$ cat src/rtl/nrc_pkg.sv
// shared types and constants of the ntp response checker
package nrc_pkg;

   localparam int PACKET_BYTES = 48;
   localparam int COUNT_CAP    = PACKET_BYTES + 1;
   localparam int COUNT_W      = $clog2(COUNT_CAP + 1);

   localparam logic [31:0] ERA_OFFSET  = 32'd2208988800;
   localparam logic [7:0]  STRATUM_MIN = 8'd1;
   localparam logic [7:0]  STRATUM_MAX = 8'd15;

   // byte positions of the captured fields
   localparam logic [COUNT_W-1:0] STRATUM_POS = COUNT_W'(1);
   localparam logic [COUNT_W-1:0] REF_FIRST   = COUNT_W'(16);
   localparam logic [COUNT_W-1:0] REF_LAST    = COUNT_W'(19);
   localparam logic [COUNT_W-1:0] RCV_FIRST   = COUNT_W'(32);
   localparam logic [COUNT_W-1:0] RCV_LAST    = COUNT_W'(35);
   localparam logic [COUNT_W-1:0] XMT_FIRST   = COUNT_W'(40);
   localparam logic [COUNT_W-1:0] XMT_LAST    = COUNT_W'(43);

   typedef enum logic [2:0] {
      ST_OK       = 3'd0,
      ST_LENGTH   = 3'd1,
      ST_STRATUM  = 3'd2,
      ST_ZERO_REF = 3'd3,
      ST_ZERO_RCV = 3'd4,
      ST_ORDER    = 3'd5
   } status_type;

   typedef struct packed {
      logic [7:0] data_byte;
      logic       last_byte;
   } req_payload_type;

   typedef struct packed {
      status_type  status;
      logic [31:0] unix_seconds;
   } rsp_payload_type;

endpackage

$ cat src/rtl/nrc_req_if.sv
// byte channel into the checker
interface nrc_req_if;
   logic                     valid;
   logic                     ready;
   nrc_pkg::req_payload_type payload;

   modport source (output valid, output payload, input ready);
   modport sink   (input valid, input payload, output ready);
endinterface

$ cat src/rtl/nrc_rsp_if.sv
// verdict channel out of the checker
interface nrc_rsp_if;
   logic                     valid;
   logic                     ready;
   nrc_pkg::rsp_payload_type payload;

   modport source (output valid, output payload, input ready);
   modport sink   (input valid, input payload, output ready);
endinterface

$ cat src/rtl/ntp_response_checker_top.sv
// ntp server reply checker: byte counting, field capture and verdict
//
//   channel   dir  payload                          transfer when
//   req_chan  in   data_byte[7:0], last_byte        valid && ready
//   rsp_chan  out  status[2:0], unix_seconds[31:0]  valid && ready, one per last byte
//
// one byte a cycle while req_chan.ready is high; the verdict is registered, in the skid slot if the output stalls
// the output has a register and a skid slot, so bytes keep flowing while one verdict waits
// req_chan.ready drops only when both output slots are full
// synchronous reset clears the byte count and the output valids; captures are not reset
module ntp_response_checker_top (
   input  logic      clock,
   input  logic      reset,
   nrc_req_if.sink   req_chan,
   nrc_rsp_if.source rsp_chan
);

   logic [nrc_pkg::COUNT_W-1:0] count_ff, count_in, count_inc;
   logic [7:0]                  stratum_ff;
   logic [31:0]                 ref_ff, rcv_ff, xmt_ff;
   logic                        accept;
   logic                        push_ready;
   logic [7:0]                  byte_in;
   nrc_pkg::rsp_payload_type    verdict;

   assign accept  = req_chan.valid && req_chan.ready;
   assign byte_in = req_chan.payload.data_byte;

   // count saturates one past a full packet
   assign count_inc = (count_ff < nrc_pkg::COUNT_W'(nrc_pkg::COUNT_CAP)) ?
                      count_ff + nrc_pkg::COUNT_W'(1) : count_ff;

   always_comb begin
      count_in = count_ff;
      if (accept) begin
         count_in = req_chan.payload.last_byte ? '0 : count_inc;
      end
   end

   always_ff @(posedge clock) begin
      if (reset) begin
         count_ff <= '0;
      end else begin
         count_ff <= count_in;
      end
   end

   // big-endian seconds words shift in a byte at a time
   always_ff @(posedge clock) begin
      if (accept) begin
         if (count_ff == nrc_pkg::STRATUM_POS) begin
            stratum_ff <= byte_in;
         end
         if (count_ff >= nrc_pkg::REF_FIRST && count_ff <= nrc_pkg::REF_LAST) begin
            ref_ff <= {ref_ff[23:0], byte_in};
         end
         if (count_ff >= nrc_pkg::RCV_FIRST && count_ff <= nrc_pkg::RCV_LAST) begin
            rcv_ff <= {rcv_ff[23:0], byte_in};
         end
         if (count_ff >= nrc_pkg::XMT_FIRST && count_ff <= nrc_pkg::XMT_LAST) begin
            xmt_ff <= {xmt_ff[23:0], byte_in};
         end
      end
   end

   // a full-length packet ends past all captured fields, so the registers are complete
   always_comb begin
      verdict.unix_seconds = '0;
      if (count_inc != nrc_pkg::COUNT_W'(nrc_pkg::PACKET_BYTES)) begin
         verdict.status = nrc_pkg::ST_LENGTH;
      end else if (stratum_ff < nrc_pkg::STRATUM_MIN || stratum_ff > nrc_pkg::STRATUM_MAX) begin
         verdict.status = nrc_pkg::ST_STRATUM;
      end else if (ref_ff == '0) begin
         verdict.status = nrc_pkg::ST_ZERO_REF;
      end else if (rcv_ff == '0) begin
         verdict.status = nrc_pkg::ST_ZERO_RCV;
      end else if (rcv_ff > xmt_ff) begin
         verdict.status = nrc_pkg::ST_ORDER;
      end else begin
         verdict.status       = nrc_pkg::ST_OK;
         verdict.unix_seconds = xmt_ff - nrc_pkg::ERA_OFFSET;
      end
   end

   assign req_chan.ready = push_ready;

   nrc_out_buf u_out_buf (
      .clock      (clock),
      .reset      (reset),
      .push_valid (req_chan.valid && req_chan.payload.last_byte),
      .push_data  (verdict),
      .push_ready (push_ready),
      .rsp_chan   (rsp_chan)
   );

   a_count_bound: assert property (@(posedge clock) disable iff (reset)
      count_ff <= nrc_pkg::COUNT_W'(nrc_pkg::COUNT_CAP))
      else $error("byte count ran past its saturation point");

   a_count_clears: assert property (@(posedge clock) disable iff (reset)
      (accept && req_chan.payload.last_byte) |=> (count_ff == '0))
      else $error("byte count not cleared after the last byte");

   a_secs_only_ok: assert property (@(posedge clock) disable iff (reset)
      (rsp_chan.valid && rsp_chan.payload.status != nrc_pkg::ST_OK)
      |-> (rsp_chan.payload.unix_seconds == '0))
      else $error("unix seconds given with a failing verdict");

   a_verdict_follows_last: assert property (@(posedge clock) disable iff (reset)
      (accept && req_chan.payload.last_byte) |=> rsp_chan.valid)
      else $error("no verdict after the last byte");

endmodule

$ cat src/rtl/nrc_out_buf.sv
// two-entry output register with skid slot for the verdict channel
module nrc_out_buf (
   input  logic                     clock,
   input  logic                     reset,
   input  logic                     push_valid,
   input  nrc_pkg::rsp_payload_type push_data,
   output logic                     push_ready,
   nrc_rsp_if.source                rsp_chan
);

   logic                     out_valid_ff, out_valid_in;
   logic                     skid_valid_ff, skid_valid_in;
   nrc_pkg::rsp_payload_type out_data_ff, out_data_in;
   nrc_pkg::rsp_payload_type skid_data_ff, skid_data_in;
   logic                     push;

   assign push_ready = !skid_valid_ff;
   assign push       = push_valid && push_ready;

   always_comb begin
      out_valid_in  = out_valid_ff;
      out_data_in   = out_data_ff;
      skid_valid_in = skid_valid_ff;
      skid_data_in  = skid_data_ff;
      if (rsp_chan.ready || !out_valid_ff) begin
         if (skid_valid_ff) begin
            out_valid_in  = 1'b1;
            out_data_in   = skid_data_ff;
            skid_valid_in = 1'b0;
         end else begin
            out_valid_in = push;
            out_data_in  = push_data;
         end
      end else if (push) begin
         // output stalled: park the new verdict
         skid_valid_in = 1'b1;
         skid_data_in  = push_data;
      end
   end

   always_ff @(posedge clock) begin
      if (reset) begin
         out_valid_ff  <= 1'b0;
         skid_valid_ff <= 1'b0;
      end else begin
         out_valid_ff  <= out_valid_in;
         skid_valid_ff <= skid_valid_in;
      end
      out_data_ff  <= out_data_in;
      skid_data_ff <= skid_data_in;
   end

   assign rsp_chan.valid   = out_valid_ff;
   assign rsp_chan.payload = out_data_ff;

   a_skid_needs_out: assert property (@(posedge clock) disable iff (reset)
      skid_valid_ff |-> out_valid_ff)
      else $error("skid slot holds a verdict while the output register is empty");

   a_skid_drains: assert property (@(posedge clock) disable iff (reset)
      (skid_valid_ff && rsp_chan.ready) |=> (out_valid_ff && !skid_valid_ff))
      else $error("parked verdict did not move to the output register");

   a_stall_holds_skid: assert property (@(posedge clock) disable iff (reset)
      (skid_valid_ff && !rsp_chan.ready) |=> (skid_valid_ff && $stable(skid_data_ff)))
      else $error("parked verdict lost during a stall");

endmodule
$ cat src/flat_wrapper.sv
// flat-port wrapper written by rule: the top's interface ports become plain ports
module ntp_response_checker_top_flat 
  (clock, reset, req_chan_valid, req_chan_payload, req_chan_ready, rsp_chan_valid, rsp_chan_payload, rsp_chan_ready);
  nrc_req_if req_chan_i ();
  nrc_rsp_if rsp_chan_i ();
  input  logic clock;
  input  logic reset;
  input wire logic [$bits(req_chan_i.valid)-1:0] req_chan_valid;
  input wire logic [$bits(req_chan_i.payload)-1:0] req_chan_payload;
  output wire logic [$bits(req_chan_i.ready)-1:0] req_chan_ready;
  output wire logic [$bits(rsp_chan_i.valid)-1:0] rsp_chan_valid;
  output wire logic [$bits(rsp_chan_i.payload)-1:0] rsp_chan_payload;
  input wire logic [$bits(rsp_chan_i.ready)-1:0] rsp_chan_ready;
  assign req_chan_i.valid = req_chan_valid;
  assign req_chan_i.payload = req_chan_payload;
  assign req_chan_ready = req_chan_i.ready;
  assign rsp_chan_valid = rsp_chan_i.valid;
  assign rsp_chan_payload = rsp_chan_i.payload;
  assign rsp_chan_i.ready = rsp_chan_ready;
  ntp_response_checker_top u_core (.clock(clock), .reset(reset), .req_chan(req_chan_i), .rsp_chan(rsp_chan_i));
endmodule
$ cat config.mk
export PLATFORM = sky130hd
export DESIGN_NAME = ntp_response_checker_top_flat
export DESIGN_NICKNAME = d
export VERILOG_FILES = /design/src/rtl/nrc_pkg.sv /design/src/rtl/nrc_req_if.sv /design/src/rtl/nrc_rsp_if.sv /design/src/rtl/ntp_response_checker_top.sv /design/src/rtl/nrc_out_buf.sv /design/src/flat_wrapper.sv
export SDC_FILE = /design/constraint.sdc
export NUM_CORES = 1
export LEC_CHECK = 0
export ABC_AREA = 0
export BUFFER_PORTS_ARGS = -buffer_cell sky130_fd_sc_hd__buf_2
export CAP_MARGIN = 20
export CORE_MARGIN = 3
export CORE_UTILIZATION = 55
export DETAILED_ROUTE_END_ITERATION = 8
export GPL_TIMING_DRIVEN = 1
export PLACE_DENSITY = 0.84
export SETUP_SLACK_MARGIN = 0.1
export SYNTH_ARGS = -nofsm -noshare
export SYNTH_HDL_FRONTEND = slang
export SYNTH_SLANG_ARGS = --single-unit
$ cat constraint.sdc
create_clock -name clock -period 3.56 [get_ports clock]
set_clock_uncertainty 0.05 [all_clocks]
set_input_delay 0.178 -clock clock [delete_from_list [all_inputs] [get_ports clock]]
set_output_delay 0.178 -clock clock [all_outputs]
set_load 0.05 [all_outputs]
# Word-level counts from Yosys, hierarchy flattened
# Index checks and enable logic that the tools add are counted.
[totals]
wordCells = 58
output_inout_bits = 37
regBits = 182
input_bits = 13
[classes]
n_eq_ne = 2
mux = 14
n_reduce_logical = 18
bitwise = 1
magnitude_cmp = 10
n_addsub = 2
[ops]
columns = ["cell", "count"]
rows = [
  ["$mux 32", 5],
  ["$logic_not 32->1", 2],
  ["$mux 35", 1],
  ["$gt 32x32->1", 1],
  ["$sub 32x32->32 const B", 1],
  ["$mux 3", 5],
  ["$ge 6x6->1 const B", 2],
  ["$le 6x6->1 const B", 2],
  ["$mux 6", 2],
  ["$reduce_and 2->1", 5],
  ["$gt 8x4->1 const B", 1],
  ["$lt 8x1->1 const B", 1],
  ["$add 6x1->6 const B", 1],
  ["$eq 6x1->1 const B", 1],
  ["$ge 6x5->1 const B", 1],
  ["$le 6x5->1 const B", 1],
  ["$logic_and 1x1->1", 6],
  ["$lt 6x6->1 const B", 1],
  ["$ne 6x6->1 const B", 1],
  ["$logic_not 1->1", 2],
  ["$logic_or 1x1->1", 2],
  ["$reduce_or 2->1", 1],
  ["$mux 1", 1],
  ["$not 1->1", 1],
]

# Logic depth before layout (Yosys ltp)
[logic_depth]
word_depth = 7
ltp_mapped = 11
depth_no_buf = 8

# Hierarchy
# From an unflattened synthesis, not the netlist that was laid out.
[hier_totals]
cells_unflattened = 536
hier_area_um2 = 7898.8
[modules_own_cells]
columns = ["mod", "n_inst", "seq_area_each_um2", "area_each_um2", "cells_per_inst"]
rows = [
  ["ntp_response_checker_top", 1, 3243.1, 5228.8, 419],
  ["nrc_out_buf", 1, 2142.1, 2670.1, 117],
]

# Least setup slack after synthesis
# No wires, ideal clock.
[synth_path]
path_kind = "register -> register"
from = "register u_core.u_out_buf.skid_valid_ff"
to = "register u_core.ref_ff[0], enable pin"
required_time_ns = 3.049
path_slack_ns = -0.369
period_less_slack_ns = 3.929
setup_ns = 0.461
arrival_ns = 3.418
stages_incl_launch_ff = 5
path_buffers = 1
cell_sequence = "dfxtp_1 -> clkbuf_1 -> inv_1 -> nand2_1 -> nor3_1"
[synth_via]
elab_chain_len = 3
[synth_lines]
columns = ["item", "line", "text"]
rows = [
  ["start, declared", "nrc_out_buf.sv:12", "logic skid_valid_ff, skid_valid_in;"],
  ["start signal, assigned", "nrc_out_buf.sv:47", "skid_valid_ff <= skid_valid_in;"],
  ["$logic_not 1->1", "nrc_out_buf.sv:17", "assign push_ready = !skid_valid_ff;"],
  ["net req_chan_ready", "flat_wrapper.sv:10", "output wire logic [$bits(req_chan_i.ready)-1:0] req_chan_ready;"],
  ["$logic_and 1x1->1", "ntp_response_checker_top.sv:26", "assign accept = req_chan.valid && req_chan.ready;"],
  ["$reduce_and 2->1 (no line)", "-", ""],
  ["end signal, assigned", "ntp_response_checker_top.sv:55", "ref_ff <= {ref_ff[23:0], byte_in};"],
  ["end, declared", "ntp_response_checker_top.sv:20", "logic [31:0] ref_ff, rcv_ff, xmt_ff;"],
]
# The timed path passes the listed nets, and every way through them passes these cells.
# A chain may end at the register's enable or synchronous reset.

==> results summary <==
The data arrival at the endpoint of the critical path came out at 3.45 ns. The worst-case register-to-register setup slack came out at 0.29 ns. The share of flip-flops with an asynchronous set or reset after synthesis is 0%. The internal power summed over all cells is 0.003458 W. The clock share of power came out at 43.2%.

The count of nets left with antenna violations once routing finished came out at 0. Of the total power, combinational logic draws 2.6%. The reg-to-reg critical path endpoint is u_core.u_out_buf.skid_data_ff[7]. The register bit total from synthesis is 182. The placeable core region came out at 13,990 um2.

The hold violation total from the final report was 0. The worst setup path is of the flop to flop kind. The total nets after synthesis came out at 633. The overall routing resource usage came out at 21.49%. The floorplan row count is 43. The final estimated routing congestion in global placement came out at 0.8927. The post-detailed-route wirelength per cell came out at 19.56 um.

The clock latency of the later-clocked register in the worst-skew pair came out at 0.43 ns. The count of inserted antenna diode cells is 0. The power per standard cell area is 476.0 nW/um2.

The total routed wirelength came out at 16,490 um. The total I/O pin count came out at 50. The number of buffers created by CTS came out at 17. The slew of the pin with the lowest slew margin is 0.9417 ns. Counting flops with a built-in enable in the synthesized netlist gives 174.

The slowest stage of the critical path is the or3_1 cell. The CTS tree is built. The detail-routed via count per cell came out at 6.051.

The maximum vdd drop is 0.5047 mV. The power share of the sequential group is 54.2%. Summing over every cut layer, the via total after detailed routing is 5,101. The mean cell area of the mapped netlist came out at 13.59 um2. The most critical setup path has its endpoint at u_core.u_out_buf.skid_data_ff[7]. The type of the worst min-delay path is input pin to flop. The max-cap check violation count is 0. The pin count of the biggest net entering global routing is 40. The starting density of the core came out at 56.62%. In this run the static leakage power is 3.362 nW. The number of cells on the worst reg-to-reg path came out at 9. Yosys printed 0 warnings. The number of max-slew violations in the final report came to 0. In the post-route analysis, the smallest setup slack over all paths is 0.2864 ns.

In this run the worst path has a maximum fanout of 25. Setup repair after global routing left no endpoint under its margin. The number of H-tree levels is 4. The placed wire-length estimate after detailed placement came out at 11,190 um. Sequential elements use 67.99% of the synthesized area. STA classifies the critical path startpoint as a flop. The placed instance count is 802.

The largest incremental delay on the critical path is 0.50 ns. In the final layout, the share of cells above drive strength 1 is 18.25%. The clock transition at the registers of the reported paths is 0.07 ns.

The synthesized netlist contains 51 unique library cells. The tree is rooted in a clkbuf_16. The number of antenna violations at the first check in global routing is 0. The most common library cell in the layout ignoring fill and taps is edfxtp_1.

Traced cell by cell, the critical path runs through inv_1 > ha_1 > nand4_1 > nor4_1 > nand2_1 > o41a_1 > or3_1 > buf_12 > nor3_1. The total negative slack came out at 0 ns. The die span in y came out at 126 um.

The buffer depth of the longest clock path came out at 2. The worst setup path is captured at a flop. The total standard cell area after synthesis came out at 7920 um2. The net count of the finished layout is 700. Leaving out fill and tap cells, the most frequent cells in the layout are edfxtp_1 (174), buf_2 (49), nand2_1 (43). From synthesis to final layout, the design area changed by 14.72%. The worst-case setup slack after placement is 0.4364 ns. The net switching component of the power came out at 0.0008668 W. The number of buffers added for setup after CTS came out at 0.

The first global-routing pass estimated 26,470 um of wire. The worst reg2reg path startpoint is u_core.xmt_ff[15]. In the synthesized netlist the dominant register cell turns out to be edfxtp_1. The final critical path time including I/O delays and setup is 3.274 ns. The required time of the critical path is 3.74 ns.

The total power came out at 0.004325 W. The aggregate global routing overflow came out at 0. After routing the design area is 9086 um2. The first routing iteration left 491 violations. Synthesis produced a netlist whose cell count is 583. The flow ran to the end, and the final reports show no timing, DRC or antenna violations. The worst pin sits at a relative slew slack of 36.40%.

The final cycle utilization of the critical path came out at 91.96%. Leaving out filler cells and counting taps, the final layout contains 843. The switching share of power came out at 20.04%. The number of optimization iterations in the first detailed-route pass came out at 5. Tracing the worst setup path back leads to its startpoint at u_core.xmt_ff[15]. The total setup violations reported at the end of the flow is 0. The number of global-route vias before repair came out at 5,142.

The overall die area is 15,880 um2. The clock net in this run drives a total of 182 sinks. The remaining design rule violation count is 0. In this run the tool buffered the top-level ports with 49 buffer cells. The instance area after placement came out at 8401 um2.

For this run, the top clock speed supported by timing is 305.5 MHz. The die width is 126 um.
==> power by group through the flow <==
stage               clock [W]  sequential (W)  combinational, W
finish                0.00187         0.00234          0.000114
global route          0.00197         0.00234          0.000120
CTS                   0.00188         0.00234          0.000114
detailed placement          0         0.00239          0.000107
global placement            0         0.00239          0.000104
floorplan                   0         0.00244         0.0000212
==> worst min path at each step <==
stage	from	end	slack, ns	depth (start not counted)
2_1_floorplan	req_chan_payload[1]	u_core.rcv_ff[0]	0.23	0
3_3_place_gp	req_chan_payload[1]	u_core.ref_ff[0]	0.37	1
3_5_place_dp	req_chan_payload[2]	u_core.ref_ff[1]	0.37	1
4_1_cts	req_chan_payload[8]	u_core.ref_ff[7]	0.007	1
5_1_grt	req_chan_valid	u_core.u_out_buf.skid_valid_ff	0.10	3
6_report	req_chan_valid	u_core.u_out_buf.skid_valid_ff	0.05	3
==> layout make-up <==
type / instances / area, um2
Sequential cell: 182 / 5385
Tap cell: 180 / 225.2
Fill cell: 970 / 4902
Timing Repair Buffer: 67 / 415.4
Multi-Input combinational cell: 346 / 2330
Inverter: 36 / 135.1
Clock inverter: 10 / 121.4
Clock buffer: 22 / 474.2
==> per-layer routing <==
layer  global-route usage [%]  vias up  share of wire (%)
met5                        0        -                  0
met4                    8.013        0                2.0
met3                    4.368       30                5.5
met2                    38.72      194                 54
met1                    25.45     2517                 38
li1                         -     2360                  -
==> flip-flops by register name, indices dropped and copies added (netlist names) <==
name / flops
u_core.u_out_buf.rsp_chan.payload: 35
u_core.u_out_buf.skid_data_ff: 35
u_core.rcv_ff: 32
u_core.ref_ff: 32
u_core.xmt_ff: 32
u_core.stratum_ff: 8
u_core.count_ff: 6
u_core.u_out_buf.rsp_chan.valid: 1
u_core.u_out_buf.skid_valid_ff: 1
==> synth_stat cells, types with 5 or more instances <==
library cell,count,area share [%]
edfxtp_1,174,66
o31ai_1,8,0.76
clkbuf_1,14,0.66
inv_1,36,1.7
xnor2_1,22,2.4
nor2_1,25,1.2
nor3_1,40,2.5
ha_1,37,5.8
nand2b_1,5,0.39
nand4_1,13,1.0
nor4_1,20,1.6
o21ai_0,19,1.2
o21ai_2,20,2.2
dfxtp_1,8,2.0
nand3_1,10,0.63
or3_1,6,0.47
nand2_1,43,2.0
a21oi_1,24,1.5
==> metrics by stage <==
stage	hold WS (ns)	utilization, %
after floorplan	0.2269	-
after CTS	0.006981	64.88
after detailed placement	0.3695	60.05
after global placement	0.3676	60.05
final	0.04857	64.96
after global routing	0.1026	64.96
==> worst max-delay path, delay by kind of cell (launching register included) <==
kind                       cells  cell delay [ns]
and+or+nand+nor                5             1.60
DFF                            1             0.43
adders and majority gates      1             0.34
buffers and inverters          2             0.33
AOI/OAI and AO/OA              1             0.31
==> cell families (layout without fill, tap and decap cells) <==
family	Yosys count	count (layout)	share of synthesized area (%)
AND/OR/NAND/NOR	183	183	11.75
flip-flops	182	182	67.99
AO/OA/AOI/OAI	100	100	8.642
buffers and inverters	55	135	2.828
adder cells (fa/ha/maj)	37	37	5.845
XOR/XNOR	23	23	2.543
multiplexers	3	3	0.3949
==> what timing repair did <==
action                                 CTS  global route
endpoints found under the hold margin   36             3
hold buffers                             8             1
resized for setup                        0             0
Note: power is estimated with default switching activity, not from simulation.
